### config.mk
export PLATFORM = sky130hd
export DESIGN_NAME = line_trajectory_point_generator
export DESIGN_NICKNAME = d
export VERILOG_FILES = /design/src/sv/ltpg_pkg.sv /design/src/sv/ltpg_datapath.sv /design/src/sv/ltpg_control.sv /design/src/sv/line_trajectory_point_generator.sv
export SDC_FILE = /design/constraint.sdc
export NUM_CORES = 2
export LEC_CHECK = 0
export ABC_AREA = 1
export CAP_MARGIN = 20
export CORE_MARGIN = 2
export CORE_UTILIZATION = 35
export DETAILED_ROUTE_END_ITERATION = 8
export DONT_BUFFER_PORTS = 1
export PLACE_DENSITY = 0.52
export SLEW_MARGIN = 20
export SYNTH_ARGS = -nofsm -noshare
export SYNTH_HDL_FRONTEND = slang
export SYNTH_SLANG_ARGS = --single-unit
### constraint.sdc
create_clock -name clock -period 6 [get_ports clock]
set_clock_uncertainty 0.2 [all_clocks]
set_input_delay 1.8 -clock clock [delete_from_list [all_inputs] [get_ports clock]]
set_output_delay 1.8 -clock clock [all_outputs]
set_load 0.05 [all_outputs]
### src/sv/ltpg_pkg.sv
// Shared types and constants for the line trajectory point generator.
package ltpg_pkg;

   localparam int MaxPoints = 64;
   localparam int CoordBits = 16;
   localparam int CntBits = $clog2(MaxPoints + 1);
   localparam int DBits = CoordBits + 1;
   localparam int D2Bits = 2 * DBits;
   localparam int RootBits = DBits + 1;

   typedef struct packed {
      logic signed [15:0] from_x;
      logic signed [15:0] from_y;
      logic signed [15:0] to_x;
      logic signed [15:0] to_y;
      logic [15:0]        step_len;
   } req_type;

   typedef struct packed {
      logic signed [15:0] point_x;
      logic signed [15:0] point_y;
      logic               last;
      logic               capped;
   } rsp_type;

   typedef struct packed {
      logic load;
      logic sqrt_init;
      logic sqrt_step;
      logic div_init;
      logic div_step;
      logic count_fix;
      logic pt_init;
      logic pt_mul;
      logic pt_div_init;
      logic pt_div_step;
      logic pt_emit;
   } cmd_type;

   typedef struct packed {
      logic sqrt_done;
      logic div_done;
      logic pdiv_done;
      logic run_last;
   } sts_type;

endpackage

### src/sv/ltpg_datapath.sv
// Datapath: square root, count divider, per-point multiply and rounding divide.
module ltpg_datapath (
   input  logic              clock,
   input  ltpg_pkg::req_type req_data,
   input  ltpg_pkg::cmd_type cmd,
   output ltpg_pkg::sts_type sts,
   output ltpg_pkg::rsp_type rsp_data
);
   import ltpg_pkg::*;

   localparam int SqIter = D2Bits / 2;
   localparam int SqCntBits = $clog2(SqIter + 1);
   localparam int QBits = RootBits;
   localparam int QCntBits = $clog2(QBits + 1);
   localparam int ProdBits = DBits + CntBits;
   localparam int PCntBits = $clog2(ProdBits + 1);

   logic signed [DBits-1:0] fx_ff, fy_ff, dx_ff, dy_ff;
   logic signed [DBits-1:0] fx_in, fy_in, dx_in, dy_in;
   logic signed [DBits-1:0] tx_ext, ty_ext;
   logic [15:0]             step_ff, step_in;

   logic [D2Bits-1:0]       sq_rem_ff, sq_rem_in;
   logic [RootBits-1:0]     sq_root_ff, sq_root_in;
   logic [SqCntBits-1:0]    sq_cnt_ff, sq_cnt_in;
   logic [D2Bits-1:0]       dxsq_ff, dysq_ff;
   logic [RootBits+1:0]     sq_trial;

   logic [QBits-1:0]        q_ff, q_in;
   logic [16:0]             r_ff, r_in;
   logic [QCntBits-1:0]     q_cnt_ff, q_cnt_in;
   logic [17:0]             r_shift;

   logic [CntBits-1:0]      n_ff, n_in;
   logic                    capped_ff, capped_in;
   logic [CntBits-1:0]      k_ff, k_in;

   logic signed [ProdBits-1:0] px_ff, py_ff;
   logic [ProdBits-1:0]     mx_ff, my_ff, mx_in, my_in;
   logic                    nx_ff, ny_ff;
   logic [ProdBits-1:0]     qx_ff, qy_ff, qx_in, qy_in;
   logic [CntBits:0]        rx_ff, ry_ff, rx_in, ry_in;
   logic [PCntBits-1:0]     p_cnt_ff, p_cnt_in;
   logic [CntBits+1:0]      rxs, rys;
   logic [CntBits-1:0]      f_val;

   logic signed [DBits:0]   ox, oy;
   logic [ProdBits-1:0]     qx_r, qy_r;
   logic signed [ProdBits:0] sx, sy;

   assign tx_ext = DBits'(req_data.to_x);
   assign ty_ext = DBits'(req_data.to_y);

   always_comb begin
      fx_in = fx_ff; fy_in = fy_ff; dx_in = dx_ff; dy_in = dy_ff; step_in = step_ff;
      if (cmd.load) begin
         fx_in = DBits'(req_data.from_x);
         fy_in = DBits'(req_data.from_y);
         dx_in = tx_ext - DBits'(req_data.from_x);
         dy_in = ty_ext - DBits'(req_data.from_y);
         step_in = (req_data.step_len == 16'd0) ? 16'd1 : req_data.step_len;
      end
   end

   // Restoring square root, two radicand bits per step.
   always_comb begin
      logic [RootBits+1:0] rem_hi;
      sq_rem_in = sq_rem_ff;
      sq_root_in = sq_root_ff;
      sq_cnt_in = sq_cnt_ff;
      rem_hi = '0;
      sq_trial = '0;
      if (cmd.sqrt_init) begin
         sq_rem_in = dxsq_ff + dysq_ff;
         sq_root_in = '0;
         sq_cnt_in = SqCntBits'(SqIter);
      end else if (cmd.sqrt_step) begin
         rem_hi = (RootBits+2)'(sq_rem_ff >> (2 * (sq_cnt_ff - 1'b1)));
         sq_trial = {sq_root_ff, 2'b01};
         sq_root_in = {sq_root_ff[RootBits-2:0], 1'b0};
         if (rem_hi >= sq_trial) begin
            sq_rem_in = sq_rem_ff - (D2Bits'(sq_trial) << (2 * (sq_cnt_ff - 1'b1)));
            sq_root_in = {sq_root_ff[RootBits-2:0], 1'b1};
         end
         sq_cnt_in = sq_cnt_ff - 1'b1;
      end
   end

   // Restoring divider: root / step.
   assign r_shift = {r_ff, q_ff[QBits-1]};
   always_comb begin
      q_in = q_ff; r_in = r_ff; q_cnt_in = q_cnt_ff;
      if (cmd.div_init) begin
         q_in = sq_root_ff;
         r_in = '0;
         q_cnt_in = QCntBits'(QBits);
      end else if (cmd.div_step) begin
         if (r_shift >= {2'b00, step_ff}) begin
            r_in = 17'(r_shift - {2'b00, step_ff});
            q_in = {q_ff[QBits-2:0], 1'b1};
         end else begin
            r_in = r_shift[16:0];
            q_in = {q_ff[QBits-2:0], 1'b0};
         end
         q_cnt_in = q_cnt_ff - 1'b1;
      end
   end

   always_comb begin
      n_in = n_ff; capped_in = capped_ff;
      if (cmd.count_fix) begin
         if (q_ff > QBits'(MaxPoints)) begin
            n_in = CntBits'(MaxPoints);
            capped_in = 1'b1;
         end else begin
            n_in = CntBits'(q_ff);
            capped_in = 1'b0;
         end
      end
   end

   assign f_val = n_ff - k_ff;

   // Per-point: product, then long division by n with remainder kept for rounding.
   assign rxs = {rx_ff, mx_ff[ProdBits-1]};
   assign rys = {ry_ff, my_ff[ProdBits-1]};
   always_comb begin
      k_in = k_ff; mx_in = mx_ff; my_in = my_ff;
      qx_in = qx_ff; qy_in = qy_ff; rx_in = rx_ff; ry_in = ry_ff; p_cnt_in = p_cnt_ff;
      if (cmd.pt_init) k_in = '0;
      if (cmd.pt_emit) k_in = k_ff + 1'b1;
      if (cmd.pt_div_init) begin
         mx_in = px_ff[ProdBits-1] ? ProdBits'(-px_ff) : ProdBits'(px_ff);
         my_in = py_ff[ProdBits-1] ? ProdBits'(-py_ff) : ProdBits'(py_ff);
         rx_in = '0; ry_in = '0;
         p_cnt_in = PCntBits'(ProdBits);
      end else if (cmd.pt_div_step) begin
         mx_in = {mx_ff[ProdBits-2:0], 1'b0};
         my_in = {my_ff[ProdBits-2:0], 1'b0};
         if (rxs >= {2'b00, n_ff}) begin
            rx_in = (CntBits+1)'(rxs - {2'b00, n_ff}); qx_in = {qx_ff[ProdBits-2:0], 1'b1};
         end else begin
            rx_in = rxs[CntBits:0]; qx_in = {qx_ff[ProdBits-2:0], 1'b0};
         end
         if (rys >= {2'b00, n_ff}) begin
            ry_in = (CntBits+1)'(rys - {2'b00, n_ff}); qy_in = {qy_ff[ProdBits-2:0], 1'b1};
         end else begin
            ry_in = rys[CntBits:0]; qy_in = {qy_ff[ProdBits-2:0], 1'b0};
         end
         p_cnt_in = p_cnt_ff - 1'b1;
      end
   end

   // Round half away from zero: bump when 2*rem >= n.
   assign qx_r = qx_ff + ProdBits'(({rx_ff, 1'b0} >= {2'b00, n_ff}) ? 1 : 0);
   assign qy_r = qy_ff + ProdBits'(({ry_ff, 1'b0} >= {2'b00, n_ff}) ? 1 : 0);
   assign sx = nx_ff ? -$signed({1'b0, qx_r}) : $signed({1'b0, qx_r});
   assign sy = ny_ff ? -$signed({1'b0, qy_r}) : $signed({1'b0, qy_r});
   assign ox = (n_ff == '0) ? (DBits+1)'(fx_ff + dx_ff) : (DBits+1)'(fx_ff) + (DBits+1)'(sx);
   assign oy = (n_ff == '0) ? (DBits+1)'(fy_ff + dy_ff) : (DBits+1)'(fy_ff) + (DBits+1)'(sy);

   always_ff @(posedge clock) begin
      fx_ff <= fx_in; fy_ff <= fy_in; dx_ff <= dx_in; dy_ff <= dy_in; step_ff <= step_in;
      dxsq_ff <= D2Bits'(dx_ff * dx_ff);
      dysq_ff <= D2Bits'(dy_ff * dy_ff);
      sq_rem_ff <= sq_rem_in; sq_root_ff <= sq_root_in; sq_cnt_ff <= sq_cnt_in;
      q_ff <= q_in; r_ff <= r_in; q_cnt_ff <= q_cnt_in;
      n_ff <= n_in; capped_ff <= capped_in; k_ff <= k_in;
      if (cmd.pt_mul) begin
         px_ff <= ProdBits'(dx_ff * $signed({1'b0, f_val}));
         py_ff <= ProdBits'(dy_ff * $signed({1'b0, f_val}));
      end
      if (cmd.pt_div_init) begin
         nx_ff <= px_ff[ProdBits-1];
         ny_ff <= py_ff[ProdBits-1];
      end
      mx_ff <= mx_in; my_ff <= my_in; qx_ff <= qx_in; qy_ff <= qy_in;
      rx_ff <= rx_in; ry_ff <= ry_in; p_cnt_ff <= p_cnt_in;
   end

   assign sts.sqrt_done = (sq_cnt_ff == '0);
   assign sts.div_done  = (q_cnt_ff == '0);
   assign sts.pdiv_done = (p_cnt_ff == '0);
   assign sts.run_last  = (n_ff == '0) || (k_ff + 1'b1 == n_ff);

   assign rsp_data.point_x = ox[15:0];
   assign rsp_data.point_y = oy[15:0];
   assign rsp_data.last    = sts.run_last;
   assign rsp_data.capped  = capped_ff;

endmodule

### src/sv/ltpg_control.sv
// Controller state machine sequencing the datapath for one request.
module ltpg_control (
   input  logic              clock,
   input  logic              reset,
   input  logic              req_valid,
   output logic              req_stall,
   output logic              rsp_valid,
   input  logic              rsp_stall,
   input  ltpg_pkg::sts_type sts,
   output ltpg_pkg::cmd_type cmd
);
   import ltpg_pkg::*;

   typedef enum logic [9:0] {
      S_IDLE   = 10'b0000000001,
      S_SQR    = 10'b0000000010,
      S_SQI    = 10'b0000000100,
      S_SQS    = 10'b0000001000,
      S_DIV    = 10'b0000010000,
      S_FIX    = 10'b0000100000,
      S_MUL    = 10'b0001000000,
      S_PDI    = 10'b0010000000,
      S_PDS    = 10'b0100000000,
      S_OUT    = 10'b1000000000
   } state_type;

   state_type state_ff, state_in;

   always_comb begin
      state_in = state_ff;
      cmd = '0;
      req_stall = 1'b1;
      rsp_valid = 1'b0;
      unique case (state_ff)
         S_IDLE: begin
            req_stall = 1'b0;
            cmd.load = req_valid;
            if (req_valid) state_in = S_SQR;
         end
         S_SQR: state_in = S_SQI;
         S_SQI: begin
            cmd.sqrt_init = 1'b1;
            state_in = S_SQS;
         end
         S_SQS: begin
            if (sts.sqrt_done) begin
               cmd.div_init = 1'b1;
               state_in = S_DIV;
            end else cmd.sqrt_step = 1'b1;
         end
         S_DIV: begin
            if (sts.div_done) begin
               cmd.count_fix = 1'b1;
               state_in = S_FIX;
            end else cmd.div_step = 1'b1;
         end
         S_FIX: begin
            cmd.pt_init = 1'b1;
            state_in = S_MUL;
         end
         S_MUL: begin
            cmd.pt_mul = 1'b1;
            state_in = S_PDI;
         end
         S_PDI: begin
            cmd.pt_div_init = 1'b1;
            state_in = S_PDS;
         end
         S_PDS: begin
            if (sts.pdiv_done) state_in = S_OUT;
            else cmd.pt_div_step = 1'b1;
         end
         S_OUT: begin
            rsp_valid = 1'b1;
            if (!rsp_stall) begin
               cmd.pt_emit = 1'b1;
               state_in = sts.run_last ? S_IDLE : S_MUL;
            end
         end
         default: state_in = S_IDLE;
      endcase
   end

   always_ff @(posedge clock) begin
      if (reset) state_ff <= S_IDLE;
      else state_ff <= state_in;
   end

endmodule

### src/sv/line_trajectory_point_generator.sv
// Top level of the line trajectory point generator.
// An accepted request first runs the squares, a 17-step square root and an 18-step
// count divide; each point then takes a multiply and a 24-step rounding divide.
// One request is served at a time, up to 64 points each. Synchronous active-high
// reset returns the controller to idle; the datapath holds no state that reset
// must clear.
module line_trajectory_point_generator (
   input  logic              clock,
   input  logic              reset,
   input  logic              req_valid,
   output logic              req_stall,
   input  ltpg_pkg::req_type req_data,
   output logic              rsp_valid,
   input  logic              rsp_stall,
   output ltpg_pkg::rsp_type rsp_data
);
   import ltpg_pkg::*;

   // Command and status bundles are the only link between the two halves.
   cmd_type cmd;
   sts_type sts;

   ltpg_control u_control (
      .clock(clock), .reset(reset),
      .req_valid(req_valid), .req_stall(req_stall),
      .rsp_valid(rsp_valid), .rsp_stall(rsp_stall),
      .sts(sts), .cmd(cmd)
   );

   ltpg_datapath u_datapath (
      .clock(clock), .req_data(req_data), .cmd(cmd), .sts(sts), .rsp_data(rsp_data)
   );

   // A request is only taken while no point is on offer.
   a_no_overlap: assert property (@(posedge clock) disable iff (reset)
      !(rsp_valid && !req_stall)) else $error("request taken during output");

   // A point held by a stall stays put.
   a_hold: assert property (@(posedge clock) disable iff (reset)
      rsp_valid && rsp_stall |=> rsp_valid && $stable(rsp_data))
      else $error("stalled point changed");

   // Emitting and loading never coincide.
   a_cmd: assert property (@(posedge clock) disable iff (reset)
      !(cmd.load && cmd.pt_emit)) else $error("load and emit together");

endmodule

# After elaboration in Yosys (flattened, before gate mapping)
# Cells that the tools add are included.
# W data, S select, Z words.
[totals] regBits=423 inputBits=84 output_inout_bits=36 word_cells=146
[classes] n_addsub=23 n_mul=4 magnitude_cmp=7 n_eq_ne=16 shift=2 n_mux=51 n_bitwise=1 n_reduce_logical=14
[op_table] cell="$mux W24" count=6
[op_table] cell="$mux W34" count=3
[op_table] cell="$pmux W10 S10" count=1
[op_table] cell="$mul A17 B17 Y34" count=2
[op_table] cell="$add A16 B16 Y16" count=4
[op_table] cell="$mux W16" count=4
[op_table] cell="$mux W10" count=5
[op_table] cell="$mul A17 B8 Y24" count=2
[op_table] cell="$neg A24 Y24" count=2
[op_table] cell="$ge A9 B7 Y1" count=4
[op_table] cell="$mux W18" count=2
[op_table] cell="$add A34 B34 Y34" count=1
[op_table] cell="$shl A20 B32 Y34" count=1
[op_table] cell="$shr A34 B32 Y20" count=1
[op_table] cell="$sub A16 B16 Y17" count=2
[op_table] cell="$sub A34 B34 Y34" count=1
[op_table] cell="$add A16 B1 Y16" count=2
[op_table] cell="$neg A16 Y16" count=2
[op_table] cell="$mux W1" count=22
[op_table] cell="$mux W7" count=3
[op_table] cell="$ge A20 B20 Y1" count=1
[op_table] cell="$ge A18 B16 Y1" count=1
[op_table] cell="$gt A18 B7 Y1 const B" count=1
[op_table] cell="$mux W17" count=1
[op_table] cell="other kinds (28)" count=44

# Logic depth before layout (Yosys ltp)
[logic_depth] ltp_word=7 mapped_depth=33 mapped_depth_nobuf=33

# Modules after synthesis
# From an unflattened synthesis, not the netlist that was laid out.
[unflattened] cells_unflattened=6771 area_unflattened_um2=55423.2
[modules_own_cells] mod="ltpg_datapath" n_inst=1 cells_per_inst=6646 area_each_um2=54601.1 seq_area_each_um2=11020.6
[modules_own_cells] mod="ltpg_control" n_inst=1 cells_per_inst=125 area_each_um2=822.0 seq_area_each_um2=200.2

# Worst setup path before layout
# No wires, ideal clock.
[synth_path] kind="register -> output" start="reg u_datapath.n_ff[2]" end="out rsp_data[14] (netlist name)" arrival_ns=4.672 setup_slack_ns=-0.672 stages_incl_launch_ff=27 cell_sequence="edfxtp_1 inv_1 ha_1 a21oi_1 nor2_1 nor2_1 nor2_1 nor2_1 o21ai_0 ha_1 ha_1 nand2_1 inv_1 nor2_1 nor2_1 nor2_1 xor2_1 a21oi_1 ha_1 a21oi_1 nand2_1 a21boi_0 o21ai_0 a21o_1 a21oi_1 o21ai_0 xor2_1"
[synth_rtl] item="from (decl)" line="ltpg_datapath.sv:34" text="logic [CntBits-1:0] n_ff, n_in;"
[synth_rtl] item="from (signal assigned)" line="ltpg_datapath.sv:168" text="n_ff <= n_in; capped_ff <= capped_in; k_ff <= k_in;"
[synth_rtl] item="to (decl)" line="line_trajectory_point_generator.sv:15" text="output ltpg_pkg::rsp_type rsp_data"

==> metrics.txt <==
CP Launch Type=flop; async set-reset flop share out of synthesis=0%; fin. max-slew vios=0; grt ovf=0; Mapped Avg Cell Area=around 8.1 µm²; final hold vios=0; initial antenna violation count=2; drt total wl=roughly 170,000 µm; gpl congestion=0.888; final worst slack=-1090 ps; Post-Syn Area=56,000 µm²; largest net degree at the start of global routing=58; max incr delay on CP=approximately 370 ps; CTS Buf Count=55; clk slew on worst S/H paths=about 60 ps; Yosys reg bits=~420; number of setup violations in the final report=28; ratio of final minimum period to clock period=118%; Final ANT Viol Nets=0; clk sink count=421; vias in the first global route=48.0k; synth top area cells=fa_1, edfxtp_1, ha_1; first-pass GRT wire length=between 200,000 and 300,000 µm; failing checks=setup timing; Die ar.=approximately 160,000 µm²; core area=159,000 µm²; Hold Path Class=reg2reg; All-Layer GR Usage=20.4%; Area Overhead vs Synth=24.3%; sequential element share of the synthesized area=roughly 20%; most frequent CP cell=ha_4; Most used DFF post-synth=edfxtp_1; unrepaired setup endpoints after global routing=yes; Worst-Margin Slew=approximately 1000 ps; Yosys top cell by area=fa_1; maximum fanout along the worst path=3; wire per inst=roughly 17 µm; CTS Buffer Depth=3; die height=roughly 400 µm; Pre-antenna DRT Iters=5; 1st-iter DRT viols=~2.6k; TritonCTS clock tree=built; YS warnings=0; H-tree depth=2; maximum clock rate=between 100 and 150 MHz; grt peak-use layer=met2; fin nets=8,824; input/output buffers=0; Vias/cell=4.86; GRT met2 Usage=about a third; via count=about 47k; Mapped Cells=roughly 6.9k; DP Wirelength=roughly 140,000 µm; top-area cell type share of the netlist area=25.6%; maxcap violations=0; critical path data arrival time=5090 ps; Max-slew headroom=just over 30%; root buffer cell=clkbuf_16; Crit Path Class=reg2out; met1 Use GR=28.4%; n_diodes=0; Post-synth EDFFs=approximately 280; Initial Util=around a third; Critical Path End Type=output port; outcome=finished, violations left; Final Hold Slack=around 260 ps; Crit path required time=approximately 4000 ps; Worst-Skew Late Latency=just under 700 ps; drc violations=0; critical path's slowest cell=o41ai_4; Distinct cells, synth=72; met3 usage=2.70%; I/O Pins=120; share of cells above drive strength 1=approximately a fifth; Post-Syn Nets=~8k; min Tclk post-route=approximately 7000 ps; standard-cell rows=~150; DIE WIDTH=404 µm
==> cell families (layout without fill, tap and decap cells) <==
logic type      count (synthesis)  in the layout  synth area share [%]
fa+ha+maj                    1194           1194                  36.3
compound gates                994            994                  9.99
mux                             2              2                0.0379
simple gates                 2302           2302                  17.1
buf+inv                      1688           2351                  11.4
flops                         421            421                  20.0
xor+xnor                      328            328                  5.16
==> layout by cell type (no fill, tap or decap), types with 19 or more instances in the layout <==
cell type	n
nor2_4	24
nand3b_1	20
nand2_1	1157
o21ai_0	307
o21ai_1	28
nor2_2	43
edfxtp_1	279
o21bai_1	33
buf_12	50
o211ai_1	35
clkinv_1	19
buf_4	620
ha_1	396
nand3_2	22
ha_4	71
a31oi_1	27
dfxtp_1	141
a21oi_2	68
o21ai_2	31
xor2_1	178
inv_2	47
a21o_1	38
nor2_1	576
inv_1	1424
fa_1	693
nand2_2	78
xnor2_1	101
nor3_1	35
buf_6	74
nand4_1	63
nor4_1	19
a21oi_1	297
fa_2	25
clkbuf_16	66
nand3_1	195
==> sequential cells by signal (all words and copies together), names as in the netlist, 17 cells and up <==
| name | count |
|---|---|
| u_datapath.dx_ff | 17 |
| u_datapath.dxsq_ff | 33 |
| u_datapath.dy_ff | 17 |
| u_datapath.dysq_ff | 33 |
| u_datapath.mx_ff | 24 |
| u_datapath.my_ff | 24 |
| u_datapath.px_ff | 24 |
| u_datapath.py_ff | 24 |
| u_datapath.q_ff | 18 |
| u_datapath.r_ff | 17 |
| u_datapath.sq_rem_ff | 34 |
| u_datapath.sq_root_ff | 18 |
==> what timing repair did <==
| action | in CTS | in global routing |
|---|---|---|
| pin swaps | 122 | 222 |
| hold buffers | 0 | 0 |
| buffers inserted | 49 | 58 |
| gates resized for setup | 218 | 451 |
| gates cloned | 1 | 4 |
| setup endpoints to repair | 54 | 86 |
==> per-stage QoR <==
step                      instance area [µm²]  TNS, ps  std cells  util (%)  setup slack (ps)
after CTS                               67100   -22370       9613      42.3             -1190
after floorplan                         56500    -1380       6929         -              -244
after global placement                  63900    -9900       9469      40.2              -779
after global routing                    69600   -31340       9664      43.9             -1430
after detailed placement                63900   -10940       9469      40.2              -804
final                                   69600   -21120       9664      43.9             -1090
==> final timing paths <==
path,startpoint,end,slack [ps],cells after the start
hold reg to reg,u_datapath.q_cnt_ff[0],u_datapath.q_cnt_ff[0],260,1
setup reg to reg,u_datapath.n_ff[3],u_datapath.px_ff[21],50,27
hold / removal,u_datapath.q_cnt_ff[0],u_datapath.q_cnt_ff[0],260,1
setup / recovery,u_datapath.n_ff[6],rsp_data[31],-1090,26
==> synthesized netlist by cell type (all sizes together) (14+ instances only) <==
cell	number
a21boi	18
o21ai	370
o211ai	36
buf	63
a21o	38
a21oi	381
fa	718
o21bai	36
clkinv	17
nor3	54
clkbuf	131
ha	476
a211oi	18
xnor2	120
nor2	644
nand3	224
nand2	1251
inv	1477
dfxtp	142
nor4	29
a31oi	34
or2	14
edfxtp	279
nand4	63
nand3b	20
xor2	208
==> critical path, delay by kind of cell (launching register included) <==
kind / cells / cell delay (ps)
buffers and inverters: 5 / 610
AOI/OAI and AO/OA: 4 / 750
DFF: 1 / 360
xor gates and xnor gates: 3 / 590
and+or+nand+nor: 10 / 1190
adders and majority gates: 4 / 900
==> metal layers <==
metal	part of all wire (%)	vias up
li1	-	22931
met1	46	22861
met2	46	975
met3	5.0	183
met4	2.5	0
met5	0	-
==> final cells by class <==
type,instances,area (µm²)
clock buffer,76,1620
clock inverter,27,274
fill,15749,89100
inverter,1494,5630
multi-input combinational,4820,41600
sequential,421,11200
tap,2072,2590
timing repair buffer,754,6710
Power is left out: the tool's default activity adds up to more than one toggle a clock period on the data nets, which glitch-free logic cannot reach.
